**src/hdl/one_shot_timer_table_assert.svh**
```systemverilog
// Assertion macros for the timer table.
`ifndef ONE_SHOT_TIMER_TABLE_ASSERT_SVH
`define ONE_SHOT_TIMER_TABLE_ASSERT_SVH

// Checked on every clock edge outside reset.
`define OSTT_ASSERT(label, prop, msg) \
   label: assert property (@(posedge clock) disable iff (reset) (prop)) else $error(msg);

// Checked on every clock edge, reset included.
`define OSTT_ASSERT_ALWAYS(label, prop, msg) \
   label: assert property (@(posedge clock) (prop)) else $error(msg);

`endif

```
**src/hdl/ostt_pkg.sv**
```systemverilog
package ostt_pkg;

   localparam int SLOT_COUNT  = 8;
   localparam int MAX_RESULTS = 8;
   localparam int IDX_W       = (SLOT_COUNT > 1) ? $clog2(SLOT_COUNT) : 1;
   localparam int REP_W       = $clog2(MAX_RESULTS + 1);
   localparam int SLOT_W      = 3;

   localparam logic [1:0] OP_TICK       = 2'd0;
   localparam logic [1:0] OP_REGISTER   = 2'd1;
   localparam logic [1:0] OP_UNREGISTER = 2'd2;

   localparam logic [1:0] KIND_STATUS = 2'd0;
   localparam logic [1:0] KIND_FIRE   = 2'd1;
   localparam logic [1:0] KIND_QUIET  = 2'd2;

   localparam logic [1:0] ST_OK        = 2'd0;
   localparam logic [1:0] ST_FULL      = 2'd1;
   localparam logic [1:0] ST_NOT_FOUND = 2'd2;

   typedef struct packed {
      logic [7:0]  owner;
      logic [15:0] limit;
      logic [15:0] count;
   } slot_entry_type;

   typedef struct packed {
      logic [1:0]        kind;
      logic [SLOT_W-1:0] slot;
      logic [7:0]        fired_id;
      logic [1:0]        status;
   } row_type;

   // reported slot number: low bits of the index
   function automatic logic [SLOT_W-1:0] slot_of(input logic [IDX_W-1:0] idx);
      logic [IDX_W+SLOT_W-1:0] wide;
      wide = {{SLOT_W{1'b0}}, idx};
      return wide[SLOT_W-1:0];
   endfunction

endpackage

```
**src/hdl/ostt_if.sv**
```systemverilog
interface ostt_req_if;
   logic        valid;
   logic        ready;
   logic [1:0]  operation;
   logic [7:0]  timer_id;
   logic [15:0] delay_ticks;

   modport source (output valid, operation, timer_id, delay_ticks, input ready);
   modport sink   (input valid, operation, timer_id, delay_ticks, output ready);
endinterface

interface ostt_rsp_if;
   logic       valid;
   logic       ready;
   logic [1:0] kind;
   logic [2:0] slot;
   logic [7:0] fired_id;
   logic [1:0] status;
   logic       last;

   modport source (output valid, kind, slot, fired_id, status, last, input ready);
   modport sink   (input valid, kind, slot, fired_id, status, last, output ready);
endinterface

```
**src/hdl/one_shot_timer_table.sv**
```systemverilog
// Channel | Dir | Handshake         | Item
// req     | in  | req.valid/ready   | operation, timer_id, delay_ticks
// rsp     | out | rsp.valid/ready   | kind, slot, fired_id, status, last
//
// Register: the free slot is found from the busy flops.
// Tick and unregister: one slot per cycle through the slot RAM read port while the
// walk is not stalled (unregister ends at the first match).
// Several fire rows in one tick stall the walk while the output register is full.
// Reset clears all busy marks at once; the RAM itself is not cleared.
// One item at a time; a new item is taken once the last row is in the output register.
`include "one_shot_timer_table_assert.svh"

module one_shot_timer_table (
   input logic        clock,
   input logic        reset,
   ostt_req_if.sink   req,
   ostt_rsp_if.source rsp
);
   import ostt_pkg::*;

   typedef enum logic [1:0] {S_IDLE, S_SCAN, S_FINISH} state_type;

   state_type            state_ff, state_in;
   logic [SLOT_COUNT-1:0] busy_ff, busy_in;
   logic [IDX_W-1:0]     idx_ff, idx_in;
   logic [REP_W-1:0]     rep_ff, rep_in;
   logic [1:0]           op_ff, op_in;
   logic [7:0]           id_ff, id_in;
   row_type              pend_ff, pend_in;
   row_type              rsp_row_ff, rsp_row_in;
   logic                 rsp_last_ff, rsp_last_in;
   logic                 rsp_valid_ff, rsp_valid_in;

   logic                 wr_en;
   logic [IDX_W-1:0]     wr_addr;
   slot_entry_type       wr_data;
   logic [IDX_W-1:0]     rd_addr;
   slot_entry_type       rd_data;

   logic                 accept;
   logic                 out_free;
   logic                 free_found;
   logic [IDX_W-1:0]     free_idx;
   logic                 cur_busy;
   logic [15:0]          cnt_next;
   logic                 hit_fire;
   logic                 hit_unreg;
   logic                 last_idx;
   logic                 advance;
   logic                 can_report;

   ostt_ram #(
      .WIDTH ($bits(slot_entry_type)),
      .DEPTH (SLOT_COUNT)
   ) u_slot_ram (
      .clock   (clock),
      .wr_en   (wr_en),
      .wr_addr (wr_addr),
      .wr_data (wr_data),
      .rd_addr (rd_addr),
      .rd_data (rd_data)
   );

   assign req.ready    = (state_ff == S_IDLE);
   assign accept       = req.valid && req.ready;
   assign out_free     = !rsp_valid_ff || rsp.ready;

   assign rsp.valid    = rsp_valid_ff;
   assign rsp.kind     = rsp_row_ff.kind;
   assign rsp.slot     = rsp_row_ff.slot;
   assign rsp.fired_id = rsp_row_ff.fired_id;
   assign rsp.status   = rsp_row_ff.status;
   assign rsp.last     = rsp_last_ff;

   // lowest free slot
   always_comb begin
      free_found = 1'b0;
      free_idx   = '0;
      for (int i = SLOT_COUNT - 1; i >= 0; i--) begin
         if (!busy_ff[i]) begin
            free_found = 1'b1;
            free_idx   = IDX_W'(i);
         end
      end
   end

   assign cur_busy   = busy_ff[idx_ff];
   assign cnt_next   = rd_data.count + 16'd1;
   assign hit_fire   = cur_busy && (cnt_next == rd_data.limit);
   assign hit_unreg  = cur_busy && (rd_data.owner == id_ff);
   assign last_idx   = (idx_ff == IDX_W'(SLOT_COUNT - 1));
   assign can_report = (rep_ff < REP_W'(MAX_RESULTS));

   always_comb begin
      state_in     = state_ff;
      busy_in      = busy_ff;
      idx_in       = idx_ff;
      rep_in       = rep_ff;
      op_in        = op_ff;
      id_in        = id_ff;
      pend_in      = pend_ff;
      rsp_row_in   = rsp_row_ff;
      rsp_last_in  = rsp_last_ff;
      rsp_valid_in = rsp_valid_ff && !rsp.ready;
      wr_en        = 1'b0;
      wr_addr      = idx_ff;
      wr_data      = rd_data;
      rd_addr      = '0;
      advance      = 1'b0;

      case (state_ff)
         S_IDLE: begin
            if (accept) begin
               op_in  = req.operation;
               id_in  = req.timer_id;
               idx_in = '0;
               rep_in = '0;
               case (req.operation)
                  OP_REGISTER: begin
                     pend_in.kind     = KIND_STATUS;
                     pend_in.slot     = free_found ? slot_of(free_idx) : '0;
                     pend_in.fired_id = 8'd0;
                     pend_in.status   = free_found ? ST_OK : ST_FULL;
                     if (free_found) begin
                        wr_en             = 1'b1;
                        wr_addr           = free_idx;
                        wr_data.owner     = req.timer_id;
                        wr_data.limit     = req.delay_ticks;
                        wr_data.count     = 16'd0;
                        busy_in[free_idx] = 1'b1;
                     end
                     state_in = S_FINISH;
                  end
                  OP_UNREGISTER: begin
                     pend_in.kind     = KIND_STATUS;
                     pend_in.slot     = '0;
                     pend_in.fired_id = 8'd0;
                     pend_in.status   = ST_NOT_FOUND;
                     state_in         = S_SCAN;
                  end
                  OP_TICK: begin
                     pend_in.kind     = KIND_QUIET;
                     pend_in.slot     = '0;
                     pend_in.fired_id = 8'd0;
                     pend_in.status   = ST_OK;
                     state_in         = S_SCAN;
                  end
                  default: ;
               endcase
            end
         end

         S_SCAN: begin
            if (op_ff == OP_TICK) begin
               // a second fire row needs the output register for the one held back
               advance = !(hit_fire && can_report && (rep_ff != '0) && !out_free);
               if (advance && cur_busy) begin
                  if (hit_fire) begin
                     busy_in[idx_ff] = 1'b0;
                     if (can_report) begin
                        if (rep_ff != '0) begin
                           rsp_row_in   = pend_ff;
                           rsp_last_in  = 1'b0;
                           rsp_valid_in = 1'b1;
                        end
                        pend_in.kind     = KIND_FIRE;
                        pend_in.slot     = slot_of(idx_ff);
                        pend_in.fired_id = rd_data.owner;
                        pend_in.status   = ST_OK;
                        rep_in           = rep_ff + 1'b1;
                     end
                  end else begin
                     wr_en         = 1'b1;
                     wr_data.count = cnt_next;
                  end
               end
               if (advance && last_idx) begin
                  state_in = S_FINISH;
               end
            end else begin
               advance = 1'b1;
               if (hit_unreg) begin
                  busy_in[idx_ff] = 1'b0;
                  pend_in.slot    = slot_of(idx_ff);
                  pend_in.status  = ST_OK;
                  state_in        = S_FINISH;
               end else if (last_idx) begin
                  state_in = S_FINISH;
               end
            end
            idx_in  = advance ? idx_ff + 1'b1 : idx_ff;
            rd_addr = idx_in;
         end

         S_FINISH: begin
            if (out_free) begin
               rsp_row_in   = pend_ff;
               rsp_last_in  = 1'b1;
               rsp_valid_in = 1'b1;
               state_in     = S_IDLE;
            end
         end

         default: state_in = S_IDLE;
      endcase
   end

   always_ff @(posedge clock) begin
      if (reset) begin
         state_ff     <= S_IDLE;
         busy_ff      <= '0;
         rsp_valid_ff <= 1'b0;
         idx_ff       <= '0;
         rep_ff       <= '0;
      end else begin
         state_ff     <= state_in;
         busy_ff      <= busy_in;
         rsp_valid_ff <= rsp_valid_in;
         idx_ff       <= idx_in;
         rep_ff       <= rep_in;
      end
      op_ff       <= op_in;
      id_ff       <= id_in;
      pend_ff     <= pend_in;
      rsp_row_ff  <= rsp_row_in;
      rsp_last_ff <= rsp_last_in;
   end

   `OSTT_ASSERT(a_reg_claims_one, (accept && req.operation == OP_REGISTER && free_found) |=> ($countones(busy_ff) == $countones($past(busy_ff)) + 1), "register did not claim exactly one slot")
   `OSTT_ASSERT(a_scan_never_claims, (state_ff == S_SCAN) |=> ($countones(busy_ff) <= $countones($past(busy_ff))), "slot claimed during a walk")
   `OSTT_ASSERT(a_finish_to_idle, (state_ff == S_FINISH && out_free) |=> (state_ff == S_IDLE && rsp_valid_ff && rsp_last_ff), "final row not loaded on finish")
   `OSTT_ASSERT(a_report_bound, rep_ff <= REP_W'(MAX_RESULTS), "more fire rows counted than allowed")
   `OSTT_ASSERT_ALWAYS(a_reset_quiet, reset |=> (state_ff == S_IDLE && !rsp_valid_ff), "not idle after reset")

endmodule

```
**src/hdl/ostt_ram.sv**
```systemverilog
module ostt_ram #(
   parameter int WIDTH = 8,
   parameter int DEPTH = 8
) (
   input  logic                                         clock,
   input  logic                                         wr_en,
   input  logic [((DEPTH > 1) ? $clog2(DEPTH) : 1)-1:0] wr_addr,
   input  logic [WIDTH-1:0]                             wr_data,
   input  logic [((DEPTH > 1) ? $clog2(DEPTH) : 1)-1:0] rd_addr,
   output logic [WIDTH-1:0]                             rd_data
);

   logic [WIDTH-1:0] mem [DEPTH];

   always_ff @(posedge clock) begin
      if (wr_en) begin
         mem[wr_addr] <= wr_data;
      end
      rd_data <= mem[rd_addr];
   end

endmodule

```
**src/flat_wrapper.sv**
```systemverilog
// flat-port wrapper written by rule: the top's interface ports become plain ports
module one_shot_timer_table_flat import ostt_pkg::*;
  (clock, reset, req_valid, req_operation, req_timer_id, req_delay_ticks, req_ready, rsp_valid, rsp_kind, rsp_slot, rsp_fired_id, rsp_status, rsp_last, rsp_ready);
  ostt_req_if req_i ();
  ostt_rsp_if rsp_i ();
  input logic clock;
  input logic reset;
  input wire logic [$bits(req_i.valid)-1:0] req_valid;
  input wire logic [$bits(req_i.operation)-1:0] req_operation;
  input wire logic [$bits(req_i.timer_id)-1:0] req_timer_id;
  input wire logic [$bits(req_i.delay_ticks)-1:0] req_delay_ticks;
  output wire logic [$bits(req_i.ready)-1:0] req_ready;
  output wire logic [$bits(rsp_i.valid)-1:0] rsp_valid;
  output wire logic [$bits(rsp_i.kind)-1:0] rsp_kind;
  output wire logic [$bits(rsp_i.slot)-1:0] rsp_slot;
  output wire logic [$bits(rsp_i.fired_id)-1:0] rsp_fired_id;
  output wire logic [$bits(rsp_i.status)-1:0] rsp_status;
  output wire logic [$bits(rsp_i.last)-1:0] rsp_last;
  input wire logic [$bits(rsp_i.ready)-1:0] rsp_ready;
  assign req_i.valid = req_valid;
  assign req_i.operation = req_operation;
  assign req_i.timer_id = req_timer_id;
  assign req_i.delay_ticks = req_delay_ticks;
  assign req_ready = req_i.ready;
  assign rsp_valid = rsp_i.valid;
  assign rsp_kind = rsp_i.kind;
  assign rsp_slot = rsp_i.slot;
  assign rsp_fired_id = rsp_i.fired_id;
  assign rsp_status = rsp_i.status;
  assign rsp_last = rsp_i.last;
  assign rsp_i.ready = rsp_ready;
  one_shot_timer_table u_core (.clock(clock), .reset(reset), .req(req_i), .rsp(rsp_i));
endmodule
```
**config.mk**
```make
export PLATFORM = sky130hd
export DESIGN_NAME = one_shot_timer_table_flat
export DESIGN_NICKNAME = d
export VERILOG_FILES = /design/src/hdl/ostt_pkg.sv /design/src/hdl/ostt_if.sv /design/src/hdl/one_shot_timer_table.sv /design/src/hdl/ostt_ram.sv /design/src/flat_wrapper.sv
export VERILOG_INCLUDE_DIRS = /design/src /design/src/hdl
export SDC_FILE = /design/constraint.sdc
export NUM_CORES = 1
export LEC_CHECK = 0
export BUFFER_PORTS_ARGS = -buffer_cell sky130_fd_sc_hd__buf_4
export CAP_MARGIN = 10
export CELL_PAD_IN_SITES_DETAIL_PLACEMENT = 2
export CELL_PAD_IN_SITES_GLOBAL_PLACEMENT = 2
export CORE_ASPECT_RATIO = 1.75
export CORE_MARGIN = 2
export CORE_UTILIZATION = 45
export DETAILED_ROUTE_END_ITERATION = 8
export PLACE_DENSITY = 0.87
export SYNTH_ARGS = -nofsm -noshare
export SYNTH_HDL_FRONTEND = slang
export SYNTH_SLANG_ARGS = --single-unit
```
**constraint.sdc**
```tcl
create_clock -name clock -period 6 [get_ports clock]
set_input_delay 0.9 -clock clock [delete_from_list [all_inputs] [get_ports clock]]
set_output_delay 0.9 -clock clock [all_outputs]
set_load 0.05 [all_outputs]
```
### After elaboration in Yosys (flattened, before gate mapping)

Memories as Yosys holds them, arrays and structs flattened. A register that Yosys moved wholly into a read port is not among the register bits.
Cells that the tools add are included.

* flip-flop bits (word level): 59
* bits in writable memories: 320
* input bits: 30
* output and inout port bits: 18
* logic and storage cells: 189
* memories: 1

Memory list
* u_core.u_slot_ram.mem: words 8, bits a word 40, read ports 1, clocked after Yosys merged registers in 1, wr ports 1, RTL line ostt_ram.sv:13 `logic [WIDTH-1:0] mem [DEPTH];`

* add/subtract/negate cells: 3
* order comparisons: 5
* equal/unequal tests: 24
* muxes and demuxes: 106
* bitwise operators: 3
* reductions and logical operators: 31

Operators with widths (number)
* $mux 15: 10
* $mux 40: 3
* $mux 8: 8
* $pmux 15 s2: 2
* $mux 3: 18
* $mux 16: 3
* $pmux 15 s3: 1
* $mux 1: 34
* $pmux 16 s2: 1
* $reduce_and 7->1: 4
* $mux 24: 1
* $mux 4: 5
* $mux 2: 9
* $add 16x1->16 const B: 1
* $eq 16x16->1: 1
* $pmux 8 s2: 1
* $ne 2x1->1 const B: 6
* $logic_and 1x1->1: 11
* $ne 3x3->1 const B: 3
* $and 8x8->8: 1
* $eq 8x8->1: 1
* $lt 3x4->1 const B: 2
* $not 8->8: 1
* $or 8x8->8: 1
* other kinds (28): 44

### Longest topological paths before layout

Gate-level depths: netlist (run 1).

* depth in word-level cells: 17
* depth in mapped cells: 13

### Modules after synthesis

A second synthesis (run 1) with hierarchy kept.

* cell total of the unflattened synthesis: 964
* area, all modules: 17359.1 µm²

By module, submodules not included
* ostt_ram: instances 1, cells an instance 515, area an instance 13171.4 µm²
* one_shot_timer_table: instances 1, cells an instance 449, area an instance 4187.8 µm²

### Worst setup path after synthesis (run 1)

OpenSTA, ideal clock, no wires.

* kind: reg2reg
* from: register u_core.u_slot_ram.rd_data[0] (read register of u_core.u_slot_ram.mem)
* to: memory u_core.u_slot_ram.mem[3][0] (netlist name) (enable)
* setup time: 0.487 ns
* arrival: 5.001 ns
* required time: 5.513 ns
* slack: 0.512 ns
* cell stages (with the launch flop): 11
* path through: dfxtp_1 -> ha_1 -> nand3_1 -> nor3_1 -> nor3_1 -> o2111a_1 -> nand4_1 -> o211ai_1 -> nor2_1 -> a21oi_1 -> nor3_1

* cells in the longest elaborated chain, start to end: 13
* elaborated cells between the ends (all ways): 14

Ends and longest elaborated chain
* start: declaration: RTL line ostt_ram.sv:10 `output logic [WIDTH-1:0] rd_data`
* $add 16x1->16 *: RTL line one_shot_timer_table.sv:88 `assign cnt_next = rd_data.count + 16'd1;`
* $eq 16x16->1 *: RTL line one_shot_timer_table.sv:89 `assign hit_fire = cur_busy && (cnt_next == rd_data.limit);`
* $logic_and 1x1->1 *: RTL line one_shot_timer_table.sv:89
* $logic_and 1x1->1 (3 in a row): RTL line one_shot_timer_table.sv:156 `advance = !(hit_fire && can_report && (rep_ff != '0) && !out_free);`
* $logic_not 1->1: RTL line one_shot_timer_table.sv:156
* $logic_and 1x1->1: RTL line one_shot_timer_table.sv:157 `if (advance && cur_busy) begin`
* $mux 1 *: RTL line one_shot_timer_table.sv:157
* $mux 1 *: RTL line one_shot_timer_table.sv:154 `if (op_ff == OP_TICK) begin`
* $pmux 1 s2 *: RTL line one_shot_timer_table.sv:111 `case (state_ff)`
* $mux 1 *: RTL line ostt_ram.sv:16 `if (wr_en) begin`
* $mux 1 (implied by the code) *: RTL line ostt_ram.sv:17 `mem[wr_addr] <= wr_data;`
* end: declaration: RTL line ostt_ram.sv:13

Mark *: on every way between the ends. The rest lies on a longest branch, timed or not.

### Worst setup path in the final report (run 1)

* from: register u_core.u_slot_ram.rd_data[0] (read register of u_core.u_slot_ram.mem)
* to: register u_core.u_slot_ram.rd_data[30] (read register of u_core.u_slot_ram.mem)

* cells in the longest elaborated chain, start to end: 11

Ends and longest elaborated chain
* $add 16x1->16: RTL line one_shot_timer_table.sv:88
* $eq 16x16->1: RTL line one_shot_timer_table.sv:89
* $logic_and 1x1->1: RTL line one_shot_timer_table.sv:89
* $logic_and 1x1->1 (3 in a row): RTL line one_shot_timer_table.sv:156
* $logic_not 1->1: RTL line one_shot_timer_table.sv:156
* $mux 1: RTL line one_shot_timer_table.sv:154
* $mux 1: RTL line one_shot_timer_table.sv:111
* $mux 3: RTL line one_shot_timer_table.sv:191 `idx_in = advance ? idx_ff + 1'b1 : idx_ff;`
* $mux 3: RTL line one_shot_timer_table.sv:111

Every way passes these cells. The select of a mux whose other input is x is not followed.
A chain may end at the register's enable or synchronous reset.

==> results of run 1 <==
worst min-delay path by stage:
stage                             startpoint                     end  cells past startpoint
after floorplan            u_core.pend_ff[2]  u_core.rsp.fired_id[0]                      0
after global placement    u_core.pend_ff[10]      u_core.rsp.slot[0]                      0
after detailed placement  u_core.pend_ff[10]      u_core.rsp.slot[0]                      0
after CTS                 u_core.pend_ff[10]      u_core.rsp.slot[0]                      0
after global routing       u_core.pend_ff[1]    u_core.rsp.status[1]                      0
final                      u_core.pend_ff[1]    u_core.rsp.status[1]                      0
cell type report:
type | count | area share
repair buffers | 72 | 0.0291
flip-flops and latches | 419 | 0.620
clock inverters | 21 | 0.0118
multi-input cells | 731 | 0.255
well taps | 480 | 0.0310
clock buffers | 46 | 0.0501
inverters | 12 | 0.00233
layout by cell type, fill, tap and decap left out, drive strengths merged, types with 4 or more instances in the layout:
cell type and instances:
edfxtp 361, nand2 203, nor2 77, buf 71, dfxtp 58, clkbuf 47
mux2i 45, a211oi 42, o22ai 41, a32o 41, a2111oi 40, o21ai 33
nor3 27, xnor2 26, a21oi 21, clkinv 15, inv 13, nand4 13
xor2 12, nand3 11, and2 10, nand2b 10, o31ai 9, nor4 9
ha 8, and3 5, nor2b 5, bufinv 5, o41ai 5, nand3b 4
or2 4
worst max-delay path, stage by stage (launching register included):
cell and delay [ps]:
dfxtp_1 500, ha_1 410, nand3_1 360, nor4_1 740, xnor2_1 230, a2bb2oi_1 340, nand4_2 510, or2_4 450
a21oi_4 790, buf_4 360, o22ai_1 150, a2111oi_2 590
per-stage QoR:
stage | setup WS (ps) | util | power (mW) | hold WS, ps | std cells
after global routing | 308 | 0.514 | 7.37 | 439 | 1781
after floorplan | 512 | - | 4.28 | 400 | 1235
final | 392 | 0.514 | 7.20 | 423 | 1781
after CTS | 579 | 0.514 | 7.21 | 421 | 1779
after detailed placement | 947 | 0.482 | 4.70 | 406 | 1712
after global placement | 1480 | 0.482 | 4.58 | 400 | 1712
sequential cells by signal (all words and copies together) (netlist names):
| name | cells |
|---|---|
| u_core.rsp.fired_id | 8 |
| u_core.id_ff | 8 |
| u_core.state_ff | 2 |
| u_core.busy_ff | 8 |
| u_core.idx_ff | 3 |
| u_core.rsp.status | 2 |
| u_core.pend_ff | 15 |
| u_core.rsp.valid | 1 |
| u_core.u_slot_ram.rd_data | 40 |
| u_core.rsp.last | 1 |
| u_core.rsp.slot | 3 |
| u_core.u_slot_ram.mem | 320 |
| u_core.rsp.kind | 2 |
| u_core.op_ff | 2 |
| u_core.rep_ff | 4 |
report_power, final:
| part | switching (mW) | internal, mW |
|---|---|---|
| Sequential | 0.153 | 3.48 |
| Clock | 1.13 | 1.37 |
| Combinational | 0.785 | 0.288 |
| Total | 2.06 | 5.14 |
metal layers:
layer	vias to the layer above	part of all wire	global-route usage
li1	4830	-	-
met1	6091	0.35	0.326
met2	559	0.54	0.544
met3	229	0.047	0.0381
met4	0	0.066	0.183
met5	-	0	0
cell families (layout without fill, tap and decap cells):
kind of cell	count (synthesis)	after routing	synth area share
fa+ha+maj	8	8	0.00582
mux	45	45	0.0262
compound gates	253	253	0.125
simple gates	387	387	0.102
flops	419	419	0.698
buf+inv	85	151	0.0230
xor+xnor	38	38	0.0202
==> results by group, run 1 <==
Flow run
  • Max Cap Viol: 0

Global routing
  • Pin count of the biggest net entering global routing: 81
  • Global route overflow: 0
  • Vias in the first global route: 13200
  • Initial antenna violation count: 0
  • All-layer global routing usage: 0.298
  • First-pass GRT wire length: 88800 µm

Clock tree
  • H-tree Lvls: 2
  • Clk root buf: clkbuf_16
  • Cts repair resizes: 0
  • Hold_buf cts: 0
  • Clock Sinks: 419
  • Longest Clk Path Bufs: 3
  • CTS tree: yes
  • Num CTS Buffers: 37
  • Later-pin clock latency in the skew report: 550 ps
  • Worst-path clk slew: 70 ps
  • Post-CTS Setup Inserts: 0

Critical path
  • R2R setup slack: 390 ps
  • Reg2reg end: u_core.u_slot_ram.rd_data[30]
  • Worst setup path start: u_core.u_slot_ram.rd_data[0]
  • Worst Setup Start Kind: flip-flop
  • CP endpoint kind: flip-flop
  • Reg2reg start: u_core.u_slot_ram.rd_data[0]
  • Crit-path max FO: 19
  • Required @ worst endpoint: 6390 ps
  • Worst endpoint data arrival time: 5990 ps
  • Worst Setup EP: u_core.u_slot_ram.rd_data[30]
  • R2R depth: 11
  • Crit Path Category: flip-flop to flip-flop

Routing
  • Avg WL per Cell: 33.8 µm
  • Final wirelength: 60100 µm
  • Vias per cell: 6.57
  • Vias: 11700
  • Residual DRC count: 0
  • DRT iter0 DRCs: 944
  • 1st-pass router iterations: 5
  • Final ANT Viol Nets: 0

Die
  • Site Rows: 94
  • Die W: 152 µm
  • Die ar.: 0.0399 mm²
  • Die span in y: 263 µm
  • Boundary pin count: 48
  • Initial Utilization: 0.457
  • Core box area: 0.0376 mm²

Hold path
  • Hold/Removal Path Class: flip-flop to flip-flop

Logic synthesis
  • Yosys synthesis warning count: 0
  • #FFs+latches synth: 419
  • Seq/Total Area, Yosys: 0.698
  • Syn Nets: 1273
  • Cell variety after synth: 62
  • Synth top area share: 0.630
  • Mapped Cells: 1235
  • Avg Inst Size Synth: 13.9 µm²
  • Post-Syn Area: 0.0172 mm²
  • Main synth FF type: edfxtp_1
  • Dominant cells by area after synthesis: edfxtp_1 (63%), dfxtp_1 (6.7%), nand2_1 (4.4%)
  • Ys async rst share: 0
  • Count leader, synth: edfxtp_1
  • Post-synth EDFFs: 361
  • Leading area contributor after synthesis: edfxtp_1
  • Commonest cells post-synth: edfxtp_1 (361), nand2_1 (203), nor2_1 (77)

Finish
  • Final Cell Area: 0.0193 mm²
  • Synthesis-to-layout area growth: 12.5%
  • Multi-input gate area: 0.00494 mm²
  • N_diodes: 0
  • Register area: 0.0120 mm²
  • Nets: 1311
  • Fraction of final layout cells sized beyond drive strength 1: 0.151
  • Fill count: 3378

Run status
  • Status: finished, final reports clean

Timing
  • RSZ-0062 raised after global routing: false
  • Fmax achieved: 0.178 GHz
  • Final Hold Fails: 0
  • Clk_skew: 20.3 ps
  • Final Max Slew Viols: 0
  • Worst-Margin Slew: 1300 ps
  • Slew HR: 0.134
  • Final setup vio count: 0
  • Setup TNS: 0 ps
  • Crit path time final: 5610 ps
  • Period utilization: 0.935

Placed design
  • IO buf count: 47
  • Gpl congestion: 0.804
  • Placed Area: 0.0181 mm²
  • Final HPWL DP: 33700 µm

Power
  • Leakage Power: 6.21 nW
  • Worst VDD drop: 0.204 mV
  • P per Cell Area: 372 mW/mm²
Power figures use the tool's default switching activity.
==> inputs of run 2 (changes only) <==
==> constraint.sdc (replaced) <==
create_clock -name clock -period 6.2 [get_ports clock]
set_input_delay 0.93 -clock clock [delete_from_list [all_inputs] [get_ports clock]]
set_output_delay 0.93 -clock clock [all_outputs]
set_load 0.05 [all_outputs]
==> run 2 against run 1 <==
  * Via count grew 0.44%
  * Largest cell class unchanged
  * Sequential cell count is the same
  * Sequential power shrank 3%
  * Critical endpoint is now u_core.u_slot_ram.mem[0][14]
  * Critical path type unchanged
  * Core utilization grew 0.46 points
  * Design area grew 0.89%
  * Clock-buffer cell count grew 6
==> results by group, run 2 (synthesized netlist as in run 1, its figures left out) <==
Clock tree
  • Clk root buf: clkbuf_16 (unchanged)
  • Later-pin clock latency in the skew report: 570 ps (was 550 ps)
  • Hold_buf cts: 0 (unchanged)
  • Worst-path clk slew: 70 ps (about the same)
  • H-tree Lvls: 2 (unchanged)
  • Num CTS Buffers: 40 (was 37)
  • Post-CTS Setup Inserts: 0 (unchanged)
  • Cts repair resizes: 0 (unchanged)
  • Longest Clk Path Bufs: 3 (unchanged)
  • CTS tree: yes (unchanged)
  • Clock Sinks: 419 (unchanged)

Placed design
  • Placed cells: 1712 (unchanged)
  • Final HPWL DP: 34200 µm (was 33700 µm)
  • Pre-CTS setup slack: 1240 ps (was 947 ps)
  • IO buf count: 47 (unchanged)
  • Gpl congestion: 0.824 (was 0.804)

Global routing
  • First-pass GRT wire length: 92200 µm (was 88800 µm)
  • Global route overflow: 0 (unchanged)
  • Vias in the first global route: 13300 (was 13200)
  • Initial antenna violation count: 0 (unchanged)
  • All-layer global routing usage: 0.309 (was 0.298)
  • Pin count of the biggest net entering global routing: 49 (was 81)

Critical path
  • CP dominant cell by count: o21ai_0
  • Slowest CP cell: o22ai_1 (was a21oi_4)
  • CP bufs+invs: 0 (was 1)
  • Worst Setup Start Kind: flip-flop (unchanged)
  • Crit Path Category: flip-flop to flip-flop (unchanged)
  • Worst endpoint data arrival time: 5820 ps (was 5990 ps)
  • Delay-heaviest family, CP: compound AO/OA/AOI/OAI gates (was simple AND/OR/NAND/NOR gates)
  • Max stage delay on crit path: 980 ps (was 790 ps)
  • Reg2reg end: u_core.u_slot_ram.mem[0][14] (was u_core.u_slot_ram.rd_data[30])
  • R2R setup slack: 580 ps (was 390 ps)
  • R2R depth: 10 (was 11)
  • Reg2reg start: u_core.u_slot_ram.rd_data[0] (unchanged)
  • Crit-path max FO: 11 (was 19)
  • Crit. path cell count: 10 (was 11)
  • CP endpoint kind: flip-flop (unchanged)
  • Required @ worst endpoint: 6400 ps (was 6390 ps)
  • CP cell instances: ha_1 -> nand3_1 -> nor3_1 -> and3_1 -> o2111a_1 -> nand4_1 -> o21a_1 -> o22ai_1 -> o21ai_0 -> o21ai_0 (was ha_1 -> nand3_1 -> nor4_1 -> xnor2_1 -> a2bb2oi_1 -> nand4_2 -> or2_4 -> a21oi_4 -> buf_4 -> o22ai_1 -> a2111oi_2)

Finish
  • Fraction of final layout cells sized beyond drive strength 1: 0.157 (was 0.151)
  • Nets: 1315 (was 1311)
  • Biggest regs: u_core.u_slot_ram.mem (320), u_core.u_slot_ram.rd_data (40), u_core.pend_ff (15) (unchanged)
  • Largest register FFs: 320 (unchanged)
  • Most frequent cells in the layout: edfxtp_1 (361), nand2_1 (201), nor2_1 (71) (unchanged)
  • Post-layout util: 0.519 (was 0.514)
  • Non-filler cells, final: 1788 (was 1781)
  • Reg with most FFs: u_core.u_slot_ram.mem (unchanged)
  • Commonest non-fill, non-tap cell in the layout: edfxtp_1 (unchanged)
  • N_diodes: 0 (unchanged)
  • Synthesis-to-layout area growth: 13.5% (was 12.5%)

Timing
  • Worst-Margin Slew: 1270 ps (was 1300 ps)
  • Final Max Slew Viols: 0 (unchanged)
  • Final setup vio count: 0 (unchanged)
  • Crit path time final: 5620 ps (was 5610 ps)
  • Slew HR: 0.143 (was 0.134)
  • Period utilization: 0.906 (was 0.935)
  • Final Hold Fails: 0 (unchanged)
  • Fmax achieved: 0.178 GHz (about the same)
  • Setup TNS: 0 ps (unchanged)
  • Clk_skew: 24.6 ps (was 20.3 ps)
  • Final worst slack: 581 ps (was 392 ps)
  • RSZ-0062 raised after global routing: false (unchanged)

Power
  • Leakage Power: 6.28 nW (was 6.21 nW)
  • Clock power frac: 0.370 (was 0.347)
  • P per Cell Area: 372 mW/mm² (about the same)
  • Switch Pwr: 2.08 mW (was 2.06 mW)
  • Power share of the combinational group: 0.145 (was 0.149)
  • Internal power: 5.17 mW (was 5.14 mW)
  • Sequential share of power: 0.484 (was 0.504)
  • Worst VDD drop: 0.237 mV (was 0.204 mV)
  • Net Sw Frac: 0.287 (about the same)
  • Power, Total: 7.25 mW (was 7.20 mW)

Die
  • Boundary pin count: 48 (unchanged)
  • Core box area: 0.0376 mm² (unchanged)
  • Site Rows: 94 (unchanged)
  • Die ar.: 0.0399 mm² (unchanged)
  • Die W: 152 µm (unchanged)
  • Die span in y: 263 µm (unchanged)
  • Initial Utilization: 0.457 (unchanged)

Flow run
  • Max Cap Viol: 0 (unchanged)

Hold path
  • Hold/Removal Path Class: flip-flop to flip-flop (unchanged)
  • Hold_sp: u_core.pend_ff[11] (was u_core.pend_ff[1])
  • Hold worst-path end: u_core.rsp.slot[1] (was u_core.rsp.status[1])
  • Hold Path Depth: 0 (unchanged)

Run status
  • Status: finished, final reports clean (unchanged)

Routing
  • Residual DRC count: 0 (unchanged)
  • Avg WL per Cell: 34.8 µm (was 33.8 µm)
  • Final ANT Viol Nets: 0 (unchanged)
  • DRT iter0 DRCs: 951 (was 944)
  • Vias: 11800 (was 11700)
  • Final wirelength: 62200 µm (was 60100 µm)
  • Vias per cell: 6.58 (was 6.57)
  • 1st-pass router iterations: 5 (unchanged)
==> run 2: cell types whose count changed in the layout (fill, tap and decap cells not counted), sizes merged <==
cell	previous run	this run
clkinvlp	0	2
clkinv	15	12
clkbuf	47	54
inv	13	12
bufinv	5	7
==> run 2: worst max path at each step <==
stage / from / to / slack, ps
global placement: rsp_ready / u_core.u_slot_ram.rd_data[35] / 1680
CTS: u_core.u_slot_ram.rd_data[0] / u_core.u_slot_ram.mem[0][14] / 860
finish: u_core.u_slot_ram.rd_data[0] / u_core.u_slot_ram.mem[0][14] / 580
detailed placement: u_core.u_slot_ram.rd_data[0] / u_core.u_slot_ram.mem[3][15] / 1240
floorplan: u_core.u_slot_ram.rd_data[0] / u_core.u_slot_ram.mem[3][0] / 710
global route: u_core.u_slot_ram.rd_data[0] / u_core.u_slot_ram.mem[0][15] / 530
==> run 2: per-stage QoR <==
step                hold WS [ps]  area (µm²)
floorplan                    400       17200
global placement             406       18100
detailed placement           407       18100
CTS                          422       19500
global route                 437       19500
finish                       422       19500
==> run 2: cell type report <==
| class | count | area (µm²) |
|---|---|---|
| fill | 3369 | 18100 |
| sequential | 419 | 12000 |
| multi-input combinational | 731 | 4940 |
| clock buffer | 52 | 1080 |
| tap | 480 | 601 |
| timing repair buffer | 73 | 558 |
| clock inverter | 21 | 298 |
| inverter | 12 | 45.0 |
==> run 2: power groups by stage <==
stage	sequential (mW)	combinational [mW]	clock [mW]
2_1_floorplan	3.59	0.551	0
3_3_place_gp	3.54	0.894	0
3_5_place_dp	3.56	0.988	0
4_1_cts	3.51	1.03	2.71
5_1_grt	3.52	1.11	2.79
6_report	3.51	1.05	2.68
==> run 2: per-layer routing <==
metal	vias to the layer above	share of wire	global-route usage	wire [µm]
li1	4835	-	-	-
met1	6172	0.36	0.343	22200
met2	530	0.53	0.568	33000
met3	223	0.050	0.0401	3120
met4	0	0.062	0.174	3880
met5	-	0	0	0
